## config.mk

```make
export PLATFORM = sky130hd
export DESIGN_NAME = legendre_tensor_basis_with_gradient_top
export DESIGN_NICKNAME = d
export VERILOG_FILES = /design/src/rtl/lgtb_pkg.sv /design/src/rtl/lgtb_sqrt.sv /design/src/rtl/lgtb_dp.sv /design/src/rtl/lgtb_ctrl.sv /design/src/rtl/legendre_tensor_basis_with_gradient_top.sv
export SDC_FILE = /design/constraint.sdc
export NUM_CORES = 2
export LEC_CHECK = 0
export ABC_AREA = 1
export ABC_CLOCK_PERIOD_IN_PS = 9330
export BUFFER_PORTS_ARGS = -buffer_cell sky130_fd_sc_hd__buf_4
export CAP_MARGIN = 0
export CORE_MARGIN = 2
export CORE_UTILIZATION = 55
export CTS_CLUSTER_SIZE = 28
export DETAILED_ROUTE_END_ITERATION = 8
export GPL_TIMING_DRIVEN = 0
export MAX_ROUTING_LAYER = met4
export PLACE_DENSITY = 0.81
export SYNTH_ARGS = -nofsm -noshare
export SYNTH_HDL_FRONTEND = slang
export SYNTH_SLANG_ARGS = --single-unit
export TNS_END_PERCENT = 20
```

## constraint.sdc

```tcl
create_clock -name clock -period 9.33 [get_ports clock]
set_clock_uncertainty 0.15 [all_clocks]
set_input_delay 1.3995 -clock clock [delete_from_list [all_inputs] [get_ports clock]]
set_output_delay 1.3995 -clock clock [all_outputs]
set_load 0.02 [all_outputs]
```

## src/rtl/lgtb_pkg.sv

```systemverilog
// Shared types, widths, opcodes and the reciprocal table for the Legendre basis block.
// Used by lgtb_dp, lgtb_ctrl and the top level. No dependencies.
package lgtb_pkg;

   localparam int DEF_MAX_DEGREE = 8;
   localparam int DEF_FRAC_BITS  = 16;

   localparam int COORD_W  = 18;
   localparam int DEGREE_W = 4;
   localparam int RESULT_W = 32;

   // internal fraction bits: polynomials, reciprocals, normalization constant
   localparam int IB = 24;
   localparam int RB = 30;
   localparam int CB = 26;

   localparam int RECIP_W = 32;
   localparam int RECIP_N = 16;
   localparam logic [RECIP_W-1:0] RECIP [RECIP_N] = '{
      32'd1073741824, 32'd536870912, 32'd357913941, 32'd268435456,
      32'd214748365,  32'd178956971, 32'd153391689, 32'd134217728,
      32'd119304647,  32'd107374182, 32'd97612893,  32'd89478485,
      32'd82595525,   32'd76695845,  32'd71582788,  32'd67108864
   };

   localparam int OP_W = 4;
   localparam logic [OP_W-1:0] OP_NOP      = 4'd0;
   localparam logic [OP_W-1:0] OP_LOAD     = 4'd1;
   localparam logic [OP_W-1:0] OP_START_X  = 4'd2;
   localparam logic [OP_W-1:0] OP_START_Y  = 4'd3;
   localparam logic [OP_W-1:0] OP_MUL_XP   = 4'd4;
   localparam logic [OP_W-1:0] OP_TERM     = 4'd5;
   localparam logic [OP_W-1:0] OP_MUL_R    = 4'd6;
   localparam logic [OP_W-1:0] OP_NEXT     = 4'd7;
   localparam logic [OP_W-1:0] OP_FIN_MUL  = 4'd8;
   localparam logic [OP_W-1:0] OP_FIN_RND  = 4'd9;
   localparam logic [OP_W-1:0] OP_FIN_MULC = 4'd10;
   localparam logic [OP_W-1:0] OP_FIN_CLIP = 4'd11;
   localparam logic [OP_W-1:0] OP_OUT_LOAD = 4'd12;

   localparam int SEL_W = 2;
   localparam logic [SEL_W-1:0] SEL_BASIS  = 2'd0;
   localparam logic [SEL_W-1:0] SEL_GRAD_X = 2'd1;
   localparam logic [SEL_W-1:0] SEL_GRAD_Y = 2'd2;

   typedef struct packed {
      logic [OP_W-1:0]  op;
      logic [SEL_W-1:0] sel;
   } cmd_type;

   typedef struct packed {
      logic loop_done;
      logic root_done;
   } status_type;

endpackage

```

## src/rtl/lgtb_sqrt.sv

```systemverilog
// Bit-serial integer square root, one result bit per cycle.
// Used by lgtb_dp for the normalization constant. No package dependency.
module lgtb_sqrt #(
   parameter int ROOT_W = 30
) (
   input  logic                  clock,
   input  logic                  reset,
   input  logic                  start,
   input  logic [2*ROOT_W-1:0]   radicand,
   output logic [ROOT_W-1:0]     root,
   output logic                  done
);

   localparam int REM_W = ROOT_W + 2;
   localparam int CNT_W = $clog2(ROOT_W + 1);

   logic [2*ROOT_W-1:0] rad_ff, rad_in;
   logic [REM_W-1:0]    rem_ff, rem_in;
   logic [REM_W-1:0]    rem_sh, trial;
   logic [ROOT_W-1:0]   root_ff, root_in;
   logic [CNT_W-1:0]    cnt_ff, cnt_in;
   logic                busy_ff, busy_in;

   always_comb begin
      rem_sh  = {rem_ff[ROOT_W-1:0], rad_ff[2*ROOT_W-1 -: 2]};
      trial   = {root_ff, 2'b01};
      rad_in  = rad_ff;
      rem_in  = rem_ff;
      root_in = root_ff;
      cnt_in  = cnt_ff;
      busy_in = busy_ff;
      if (start) begin
         rad_in  = radicand;
         rem_in  = '0;
         root_in = '0;
         cnt_in  = CNT_W'(ROOT_W);
         busy_in = 1'b1;
      end else if (busy_ff) begin
         rad_in = rad_ff << 2;
         if (rem_sh >= trial) begin
            rem_in  = rem_sh - trial;
            root_in = {root_ff[ROOT_W-2:0], 1'b1};
         end else begin
            rem_in  = rem_sh;
            root_in = {root_ff[ROOT_W-2:0], 1'b0};
         end
         cnt_in  = cnt_ff - 1'b1;
         busy_in = (cnt_ff != CNT_W'(1));
      end
   end

   always_ff @(posedge clock) begin
      if (reset) begin
         busy_ff <= 1'b0;
         cnt_ff  <= '0;
      end else begin
         busy_ff <= busy_in;
         cnt_ff  <= cnt_in;
      end
      rad_ff  <= rad_in;
      rem_ff  <= rem_in;
      root_ff <= root_in;
   end

   assign root = root_ff;
   assign done = ~busy_ff;

endmodule

```

## src/rtl/lgtb_dp.sv

```systemverilog
// Datapath: coordinate load, shared multiplier, recurrence, derivative sums, final scaling.
// Depends on lgtb_pkg and instantiates lgtb_sqrt.
module lgtb_dp #(
   parameter int MAX_DEGREE = lgtb_pkg::DEF_MAX_DEGREE,
   parameter int FRAC_BITS  = lgtb_pkg::DEF_FRAC_BITS
) (
   input  logic                                  clock,
   input  logic                                  reset,
   input  lgtb_pkg::cmd_type                     cmd,
   output lgtb_pkg::status_type                  status,
   input  logic signed [lgtb_pkg::COORD_W-1:0]   req_coord_x,
   input  logic signed [lgtb_pkg::COORD_W-1:0]   req_coord_y,
   input  logic [lgtb_pkg::DEGREE_W-1:0]         req_degree_x,
   input  logic [lgtb_pkg::DEGREE_W-1:0]         req_degree_y,
   output logic signed [lgtb_pkg::RESULT_W-1:0]  rsp_basis_value,
   output logic signed [lgtb_pkg::RESULT_W-1:0]  rsp_grad_x,
   output logic signed [lgtb_pkg::RESULT_W-1:0]  rsp_grad_y,
   output logic                                  rsp_saturated
);

   localparam int IB       = lgtb_pkg::IB;
   localparam int RB       = lgtb_pkg::RB;
   localparam int CB       = lgtb_pkg::CB;
   localparam int RES_W    = lgtb_pkg::RESULT_W;
   localparam int DEG_W    = lgtb_pkg::DEGREE_W;
   localparam int DGW      = $clog2(MAX_DEGREE + 1);
   localparam int XW       = IB + 2;
   localparam int DW       = IB + 1 + $clog2(MAX_DEGREE * (MAX_DEGREE + 1) / 2 + 1);
   localparam int MW       = (DW + 1 > lgtb_pkg::RECIP_W) ? DW + 1 : lgtb_pkg::RECIP_W;
   localparam int PRW      = 2 * MW;
   localparam int ROOT_W   = DGW + CB;
   localparam int SQ_SHIFT = 2 * CB - 2;
   localparam int FS       = CB + IB - FRAC_BITS;
   localparam int RIDX_W   = $clog2(lgtb_pkg::RECIP_N);
   localparam int OW       = 2 * DGW + 2;

   localparam logic signed [XW-1:0]  ONE_IN     = XW'(2 ** FRAC_BITS);
   localparam logic signed [XW-1:0]  NEG_ONE_IN = -ONE_IN;
   localparam logic signed [XW-1:0]  ONE_Q      = XW'(2 ** IB);
   localparam logic [DEG_W:0]        MAX_D      = (DEG_W + 1)'(MAX_DEGREE);
   localparam logic signed [PRW-1:0] HALF_IB    = PRW'(1) <<< (IB - 1);
   localparam logic signed [PRW-1:0] HALF_RB    = PRW'(1) <<< (RB - 1);
   localparam logic signed [PRW-1:0] HALF_FS    = PRW'(1) <<< (FS - 1);
   localparam logic signed [PRW-1:0] RES_MAX    = PRW'({1'b0, {(RES_W - 1){1'b1}}});
   localparam logic signed [PRW-1:0] RES_MIN    = -RES_MAX - PRW'(1);

   logic signed [XW-1:0]    x_ff, y_ff, pcur_ff, pprev_ff, px_ff;
   logic signed [DW-1:0]    d_ff, dx_ff;
   logic [DGW-1:0]          ni_ff, nj_ff, k_ff;
   logic                    axis_ff;
   logic signed [MW-1:0]    t_ff, q_ff;
   logic signed [PRW-1:0]   prod_ff;
   logic [RES_W-1:0]        res_ff [3];
   logic                    sat_ff;

   logic signed [XW-1:0]    cx_ext, cy_ext, x_clamp, y_clamp;
   logic [DEG_W:0]          di_ext, dj_ext, di_clamp, dj_clamp;
   logic [DGW-1:0]          ni_load, nj_load, n_cur;
   logic [OW-1:0]           odd_prod;
   logic [2*ROOT_W-1:0]     radicand;
   logic [ROOT_W-1:0]       root;
   logic                    root_done;
   logic signed [DGW+1:0]   coef, kval;
   logic signed [DW-1:0]    dterm;
   logic signed [MW-1:0]    xp, t_next, mul_a, mul_b;
   logic signed [PRW-1:0]   mul_p, prod_r24, prod_r30, prod_rfs;
   logic                    clip_hi, clip_lo;
   logic [RES_W-1:0]        clip_val;

   always_comb begin
      cx_ext   = XW'(req_coord_x);
      cy_ext   = XW'(req_coord_y);
      x_clamp  = (cx_ext > ONE_IN) ? ONE_IN : ((cx_ext < NEG_ONE_IN) ? NEG_ONE_IN : cx_ext);
      y_clamp  = (cy_ext > ONE_IN) ? ONE_IN : ((cy_ext < NEG_ONE_IN) ? NEG_ONE_IN : cy_ext);
      di_ext   = {1'b0, req_degree_x};
      dj_ext   = {1'b0, req_degree_y};
      di_clamp = (di_ext > MAX_D) ? MAX_D : di_ext;
      dj_clamp = (dj_ext > MAX_D) ? MAX_D : dj_ext;
      ni_load  = DGW'(di_clamp);
      nj_load  = DGW'(dj_clamp);
      odd_prod = OW'({ni_load, 1'b1}) * OW'({nj_load, 1'b1});
      radicand = {odd_prod, {SQ_SHIFT{1'b0}}};
   end

   lgtb_sqrt #(
      .ROOT_W (ROOT_W)
   ) u_sqrt (
      .clock    (clock),
      .reset    (reset),
      .start    (cmd.op == lgtb_pkg::OP_LOAD),
      .radicand (radicand),
      .root     (root),
      .done     (root_done)
   );

   always_comb begin
      n_cur    = axis_ff ? nj_ff : ni_ff;
      coef     = $signed({1'b0, k_ff, 1'b1});
      kval     = $signed({2'b00, k_ff});
      dterm    = DW'(coef) * DW'(pcur_ff);
      prod_r24 = (prod_ff + HALF_IB) >>> IB;
      prod_r30 = (prod_ff + HALF_RB) >>> RB;
      prod_rfs = (prod_ff + HALF_FS) >>> FS;
      xp       = MW'(prod_r24);
      t_next   = MW'(coef) * xp - MW'(kval) * MW'(pprev_ff);
      clip_hi  = prod_rfs > RES_MAX;
      clip_lo  = prod_rfs < RES_MIN;
      clip_val = clip_hi ? RES_W'(RES_MAX) : (clip_lo ? RES_W'(RES_MIN) : RES_W'(prod_rfs));

      mul_a = '0;
      mul_b = '0;
      case (cmd.op)
         lgtb_pkg::OP_MUL_XP: begin
            mul_a = MW'(axis_ff ? y_ff : x_ff);
            mul_b = MW'(pcur_ff);
         end
         lgtb_pkg::OP_MUL_R: begin
            mul_a = t_ff;
            mul_b = MW'(lgtb_pkg::RECIP[RIDX_W'(k_ff)]);
         end
         lgtb_pkg::OP_FIN_MUL: begin
            case (cmd.sel)
               lgtb_pkg::SEL_BASIS: begin
                  mul_a = MW'(px_ff);
                  mul_b = MW'(pcur_ff);
               end
               lgtb_pkg::SEL_GRAD_X: begin
                  mul_a = MW'(dx_ff);
                  mul_b = MW'(pcur_ff);
               end
               default: begin
                  mul_a = MW'(px_ff);
                  mul_b = MW'(d_ff);
               end
            endcase
         end
         lgtb_pkg::OP_FIN_MULC: begin
            mul_a = MW'(root);
            mul_b = q_ff;
         end
         default: begin
            mul_a = '0;
            mul_b = '0;
         end
      endcase
      mul_p = mul_a * mul_b;
   end

   always_ff @(posedge clock) begin
      case (cmd.op)
         lgtb_pkg::OP_LOAD: begin
            x_ff   <= x_clamp <<< (IB - FRAC_BITS);
            y_ff   <= y_clamp <<< (IB - FRAC_BITS);
            ni_ff  <= ni_load;
            nj_ff  <= nj_load;
            sat_ff <= 1'b0;
         end
         lgtb_pkg::OP_START_X: begin
            axis_ff  <= 1'b0;
            k_ff     <= '0;
            pcur_ff  <= ONE_Q;
            pprev_ff <= '0;
            d_ff     <= '0;
         end
         lgtb_pkg::OP_START_Y: begin
            px_ff    <= pcur_ff;
            dx_ff    <= d_ff;
            axis_ff  <= 1'b1;
            k_ff     <= '0;
            pcur_ff  <= ONE_Q;
            pprev_ff <= '0;
            d_ff     <= '0;
         end
         lgtb_pkg::OP_MUL_XP: begin
            prod_ff <= mul_p;
            if (n_cur[0] ^ k_ff[0]) begin
               d_ff <= d_ff + dterm;
            end
         end
         lgtb_pkg::OP_TERM: begin
            t_ff <= t_next;
         end
         lgtb_pkg::OP_MUL_R: begin
            prod_ff <= mul_p;
         end
         lgtb_pkg::OP_NEXT: begin
            pprev_ff <= pcur_ff;
            pcur_ff  <= XW'(prod_r30);
            k_ff     <= k_ff + 1'b1;
         end
         lgtb_pkg::OP_FIN_MUL: begin
            prod_ff <= mul_p;
         end
         lgtb_pkg::OP_FIN_RND: begin
            q_ff <= xp;
         end
         lgtb_pkg::OP_FIN_MULC: begin
            prod_ff <= mul_p;
         end
         lgtb_pkg::OP_FIN_CLIP: begin
            res_ff[cmd.sel] <= clip_val;
            if (clip_hi || clip_lo) begin
               sat_ff <= 1'b1;
            end
         end
         lgtb_pkg::OP_OUT_LOAD: begin
            rsp_basis_value <= res_ff[lgtb_pkg::SEL_BASIS];
            rsp_grad_x      <= res_ff[lgtb_pkg::SEL_GRAD_X];
            rsp_grad_y      <= res_ff[lgtb_pkg::SEL_GRAD_Y];
            rsp_saturated   <= sat_ff;
         end
         default: begin
         end
      endcase
   end

   assign status.loop_done = (k_ff == n_cur);
   assign status.root_done = root_done;

endmodule

```

## src/rtl/lgtb_ctrl.sv

```systemverilog
// Controller: sequences load, both recurrences, the final scaling and the output handshake.
// Depends on lgtb_pkg; drives lgtb_dp through cmd_type and reads status_type.
module lgtb_ctrl (
   input  logic                  clock,
   input  logic                  reset,
   input  logic                  req_valid,
   output logic                  req_ready,
   output logic                  rsp_valid,
   input  logic                  rsp_ready,
   output lgtb_pkg::cmd_type     cmd,
   input  lgtb_pkg::status_type  status
);

   localparam int ST_W = 4;
   localparam logic [ST_W-1:0] S_IDLE      = 4'd0;
   localparam logic [ST_W-1:0] S_START_X   = 4'd1;
   localparam logic [ST_W-1:0] S_START_Y   = 4'd2;
   localparam logic [ST_W-1:0] S_CHECK     = 4'd3;
   localparam logic [ST_W-1:0] S_MUL_XP    = 4'd4;
   localparam logic [ST_W-1:0] S_TERM      = 4'd5;
   localparam logic [ST_W-1:0] S_MUL_R     = 4'd6;
   localparam logic [ST_W-1:0] S_NEXT      = 4'd7;
   localparam logic [ST_W-1:0] S_WAIT_ROOT = 4'd8;
   localparam logic [ST_W-1:0] S_FIN_MUL   = 4'd9;
   localparam logic [ST_W-1:0] S_FIN_RND   = 4'd10;
   localparam logic [ST_W-1:0] S_FIN_MULC  = 4'd11;
   localparam logic [ST_W-1:0] S_FIN_CLIP  = 4'd12;
   localparam logic [ST_W-1:0] S_OUT       = 4'd13;

   logic [ST_W-1:0]                state_ff, state_in;
   logic                           axis_ff, axis_in;
   logic [lgtb_pkg::SEL_W-1:0]     sel_ff, sel_in;
   logic                           rsp_valid_ff, rsp_valid_in;

   always_comb begin
      state_in     = state_ff;
      axis_in      = axis_ff;
      sel_in       = sel_ff;
      rsp_valid_in = rsp_valid_ff & ~rsp_ready;
      cmd.op       = lgtb_pkg::OP_NOP;
      cmd.sel      = sel_ff;
      req_ready    = 1'b0;
      case (state_ff)
         S_IDLE: begin
            req_ready = 1'b1;
            if (req_valid) begin
               cmd.op   = lgtb_pkg::OP_LOAD;
               state_in = S_START_X;
            end
         end
         S_START_X: begin
            cmd.op   = lgtb_pkg::OP_START_X;
            axis_in  = 1'b0;
            state_in = S_CHECK;
         end
         S_START_Y: begin
            cmd.op   = lgtb_pkg::OP_START_Y;
            axis_in  = 1'b1;
            state_in = S_CHECK;
         end
         S_CHECK: begin
            if (status.loop_done) begin
               state_in = axis_ff ? S_WAIT_ROOT : S_START_Y;
            end else begin
               state_in = S_MUL_XP;
            end
         end
         S_MUL_XP: begin
            cmd.op   = lgtb_pkg::OP_MUL_XP;
            state_in = S_TERM;
         end
         S_TERM: begin
            cmd.op   = lgtb_pkg::OP_TERM;
            state_in = S_MUL_R;
         end
         S_MUL_R: begin
            cmd.op   = lgtb_pkg::OP_MUL_R;
            state_in = S_NEXT;
         end
         S_NEXT: begin
            cmd.op   = lgtb_pkg::OP_NEXT;
            state_in = S_CHECK;
         end
         S_WAIT_ROOT: begin
            if (status.root_done) begin
               sel_in   = lgtb_pkg::SEL_BASIS;
               state_in = S_FIN_MUL;
            end
         end
         S_FIN_MUL: begin
            cmd.op   = lgtb_pkg::OP_FIN_MUL;
            state_in = S_FIN_RND;
         end
         S_FIN_RND: begin
            cmd.op   = lgtb_pkg::OP_FIN_RND;
            state_in = S_FIN_MULC;
         end
         S_FIN_MULC: begin
            cmd.op   = lgtb_pkg::OP_FIN_MULC;
            state_in = S_FIN_CLIP;
         end
         S_FIN_CLIP: begin
            cmd.op = lgtb_pkg::OP_FIN_CLIP;
            if (sel_ff == lgtb_pkg::SEL_GRAD_Y) begin
               state_in = S_OUT;
            end else begin
               sel_in   = sel_ff + 1'b1;
               state_in = S_FIN_MUL;
            end
         end
         S_OUT: begin
            if (!rsp_valid_ff || rsp_ready) begin
               cmd.op       = lgtb_pkg::OP_OUT_LOAD;
               rsp_valid_in = 1'b1;
               state_in     = S_IDLE;
            end
         end
         default: begin
            state_in = S_IDLE;
         end
      endcase
   end

   always_ff @(posedge clock) begin
      if (reset) begin
         state_ff     <= S_IDLE;
         axis_ff      <= 1'b0;
         sel_ff       <= lgtb_pkg::SEL_BASIS;
         rsp_valid_ff <= 1'b0;
      end else begin
         state_ff     <= state_in;
         axis_ff      <= axis_in;
         sel_ff       <= sel_in;
         rsp_valid_ff <= rsp_valid_in;
      end
   end

   assign rsp_valid = rsp_valid_ff;

endmodule

```

## src/rtl/legendre_tensor_basis_with_gradient_top.sv

```systemverilog
// Timing: the recurrence steps grow with i and j, the clamped degrees, and the final scaling
// waits for the bit-serial square root, which sets the least time from acceptance to rsp_valid.
// Throughput: one transaction at a time, with the recurrence steps sharing one multiplier;
// the next request can be taken in the cycle after the result loads, while the receiver keeps up.
// Reset: synchronous, active high; clears the controller and the root unit only.
module legendre_tensor_basis_with_gradient_top #(
   parameter int MAX_DEGREE = lgtb_pkg::DEF_MAX_DEGREE,
   parameter int FRAC_BITS  = lgtb_pkg::DEF_FRAC_BITS
) (
   input  logic                                  clock,
   input  logic                                  reset,
   input  logic                                  req_valid,
   output logic                                  req_ready,
   input  logic signed [lgtb_pkg::COORD_W-1:0]   req_coord_x,
   input  logic signed [lgtb_pkg::COORD_W-1:0]   req_coord_y,
   input  logic [lgtb_pkg::DEGREE_W-1:0]         req_degree_x,
   input  logic [lgtb_pkg::DEGREE_W-1:0]         req_degree_y,
   output logic                                  rsp_valid,
   input  logic                                  rsp_ready,
   output logic signed [lgtb_pkg::RESULT_W-1:0]  rsp_basis_value,
   output logic signed [lgtb_pkg::RESULT_W-1:0]  rsp_grad_x,
   output logic signed [lgtb_pkg::RESULT_W-1:0]  rsp_grad_y,
   output logic                                  rsp_saturated
);

   lgtb_pkg::cmd_type    cmd;
   lgtb_pkg::status_type status;

   lgtb_ctrl u_ctrl (
      .clock     (clock),
      .reset     (reset),
      .req_valid (req_valid),
      .req_ready (req_ready),
      .rsp_valid (rsp_valid),
      .rsp_ready (rsp_ready),
      .cmd       (cmd),
      .status    (status)
   );

   lgtb_dp #(
      .MAX_DEGREE (MAX_DEGREE),
      .FRAC_BITS  (FRAC_BITS)
   ) u_dp (
      .clock           (clock),
      .reset           (reset),
      .cmd             (cmd),
      .status          (status),
      .req_coord_x     (req_coord_x),
      .req_coord_y     (req_coord_y),
      .req_degree_x    (req_degree_x),
      .req_degree_y    (req_degree_y),
      .rsp_basis_value (rsp_basis_value),
      .rsp_grad_x      (rsp_grad_x),
      .rsp_grad_y      (rsp_grad_y),
      .rsp_saturated   (rsp_saturated)
   );

endmodule
```

==> results.cfg <==
[run_status]
status = finished with violations
violations = negative setup slack

[global_route]
gr-total-overflow = 0
grt_pass1_vias = 63400
track_usage_pct = 44.1
grt_pass1_wl_mm = 433
antenna_found_initial = 18
grt_start_max_net_pins = 58

[yosys]
yosysSeqAreaShare_pct = 21.1
netlist_top_cells_area = fa_1 35%, edfxtp_1 19%, inv_1 11%
synth_area_per_cell_um2 = 8.68
synth_warnings = 0
syn_area_um2 = 77100
synth_nets = 10700
async_flop_share_pct = 0
postSynthCellCount = 8878
yosysUniqueCellTypes = 63
synth_edf_count = 492
ys.flop_type = edfxtp_1
yosysTopAreaCell = fa_1
yosysTopAreaCellShare_pct = 35.3
ys_ff_latch = 566

[floorplanning]
rows = 137
ioPinCount = 147
die-area_um2 = 143000
dieHeight_um = 378
start_util_pct = 55.3
die_x_um = 378
coreArea_um2 = 139000

[clock_tree]
htree_levels = 2
clkTransAtPathRegs_ps = 70
clk_latency_ps = 670
cts-buffers-inserted = 58
cts-root-buf = clkbuf_16
clockBufferDepth = 3
cts_tree = built
cts_sinks = 566

[worst_setup_path]
worstPathRequired_ps = 9550
path_class = reg2reg
critPathMaxStageDelay_ps = 660
crit_arrival_ps = 9700
cp_common_cell = fa_1
slowest_stage = fa_2
startpoint_type = register
endpoint_kind = register
cp_max_fo = 10

[routing]
drt_iter0_markers = 8418
routed_via_density = 5.76
wl_mm = 304
drtPass1Iterations = 7
ant_nets = 0
drc = 0
wl_per_cell_um = 27.2
vias = 64300

[cells_and_area]
fillers = 12000
drive_gt1_share_pct = 10.6
instances_no_fill = 11200
syn2layout_area_growth_pct = 11.7
nets = 11100
fin_area_um2 = 86100

[sta]
slew_headroom_pct = 19.1
rsz0062_at_grt = yes
fin_ws_ps = -151
finalCriticalPeriod_ps = 9480
period_share_pct = 102
setup_viol = 6
slew_viol_final = 0
fmax_ghz = 0.105
hold_viol_final = 0
worst_pin_slew_ps = 1210

[power_and_ir_drop]
power_density_nw_per_um2 = 397
peakVddDrop_uv = 3190
clkPwrFrac_pct = 6.9
p_sw_share_pct = 59.7
p_total_mw = 34.2
seq_power_share_pct = 13.0
p_int_mw = 13.8
leakagePower_nw = 42.5
pwr-share-comb_pct = 80.1
p_sw_mw = 20.4

[placement]
place_congestion = 1.10
dp.cells = 10900
portBuffers = 145
post_dp_cell_area_um2 = 81000
dp_hpwl_mm = 254

[worst_hold_path]
hold_class = reg2reg

[run]
cap_violations = 0
## cell usage in the layout (no fill, tap or decap), types with 73 or more instances in the layout
master       n
a21oi_1    251
buf_4      286
nand3_1    145
nor2_1     937
ha_1       405
dfxtp_1     73
fa_1      1345
edfxtp_1   492
nand2_1   1671
o21ai_0    187
xor2_1     117
inv_1     2185
## per-layer routing
metal | share of wire (%) | vias to the layer above | global-route usage (%)
li1 | - | 27300 | -
met1 | 41 | 32300 | 63.0
met2 | 40 | 4091 | 59.6
met3 | 14 | 688 | 13.1
met4 | 4.6 | 0 | 15.4
met5 | 0 | - | -
## Yosys cell counts, types with 6 or more instances
cell type and number:
a2111oi_4 6, a211oi_1 17, a21boi_0 16, a21o_1 20, a21oi_1 291, a221oi_1 7, a22o_1 11, a22oi_1 33
a31oi_1 20, a32o_1 18, and3_1 11, buf_1 22, buf_2 121, buf_4 6, buf_6 6, clkbuf_1 108
dfxtp_1 74, edfxtp_1 492, fa_1 1360, ha_1 435, inv_1 2219, inv_2 35, mux2_2 18, nand2_1 1707
nand2_2 7, nand3_1 149, nand4_1 29, nor2_1 995, nor2_2 18, nor2_4 6, nor3_1 54, nor4_1 21
o211ai_1 13, o21a_1 38, o21ai_0 225, o21ai_1 6, o21bai_1 19, or2_2 15, xnor2_1 55, xor2_1 122
## cell type report
cell class                      count  area [um2]  share of cell area (%)
Multi-Input combinational cell   5788       52600                    61.1
Sequential cell                   566       16300                    18.9
Inverter                         2260        8610                    10.0
Timing Repair Buffer              294        2720                    3.16
Tap cell                         1876        2350                    2.73
Buffer                            263        1610                    1.87
Clock buffer                       62        1490                    1.73
Clock inverter                     45         402                   0.466
Antenna cell                       16        40.0                  0.0465
## sequential cells by signal, indices dropped and copies added (netlist names), 31 cells and up
name,flops
rsp_basis_value,31
u_dp.dx_ff,31
u_dp.t_ff,32
u_dp.res_ff,93
u_dp.prod_ff,41
u_dp.q_ff,32
rsp_grad_x,31
u_dp.d_ff,31
rsp_grad_y,31
## power groups by stage
stage / registers [mW] / clock network, mW / logic (mW)
after global placement: 4.46 / 0 / 25.6
after floorplan: 4.37 / 0 / 17.9
final: 4.44 / 2.37 / 27.3
after CTS: 4.41 / 2.37 / 26.3
after global routing: 4.45 / 2.46 / 30.4
after detailed placement: 4.45 / 0 / 25.9
## repair_timing
item / 4_1_cts / 5_1_grt
gates resized for setup: 356 / 263
hold buffers: 0 / 0
endpoints found under the hold margin: 0 / 0
pin swaps: 39 / 64
setup endpoints to repair: 52 / 55
buffers inserted: 78 / 50
## final timing paths
| check | from | to | slack, ps | cells past startpoint |
|---|---|---|---|---|
| min reg2reg | u_dp.res_ff[2][15] | rsp_grad_y[15] | 260 | 0 |
| max reg2reg | u_ctrl.state_ff[1] | u_dp.prod_ff[61] | -150 | 32 |
| min | u_dp.res_ff[2][15] | rsp_grad_y[15] | 260 | 0 |
| max | u_ctrl.state_ff[1] | u_dp.prod_ff[61] | -150 | 32 |
## logic make-up (layout without fill, tap and decap cells)
group           after synthesis  in the layout  synth area share (%)
compound gates              766            766                  6.03
xor+xnor                    177            177                  2.01
fa+ha+maj                  1795           1795                  42.4
buf+inv                    2524           2924                  12.6
flops                       566            566                  21.1
mux                          22             22                 0.315
other cells                   0             16                     0
simple gates               3028           3028                  15.6
## metrics by stage
| step | hold WS, ps | TNS (ps) | setup slack, ps | util [%] |
|---|---|---|---|---|
| global placement | 252 | -59900 | -2280 | 57.8 |
| CTS | 268 | 0 | 5.79 | 60.8 |
| global route | 276 | -1890 | -247 | 61.8 |
| detailed placement | 255 | -57630 | -2240 | 58.1 |
| floorplan | 250 | 0 | 604 | - |
| finish | 258 | -460 | -151 | 61.8 |
## worst max-delay path, delay by kind of cell, from the launching register on
kind,cells,cell delay (ps)
AND/OR/NAND/NOR,10,1530
buffers and inverters,6,870
flip-flops,1,470
adder cells (fa/ha/maj),9,4700
AO/OA/AOI/OAI,7,1430
(Power assumes the default switching activity.)
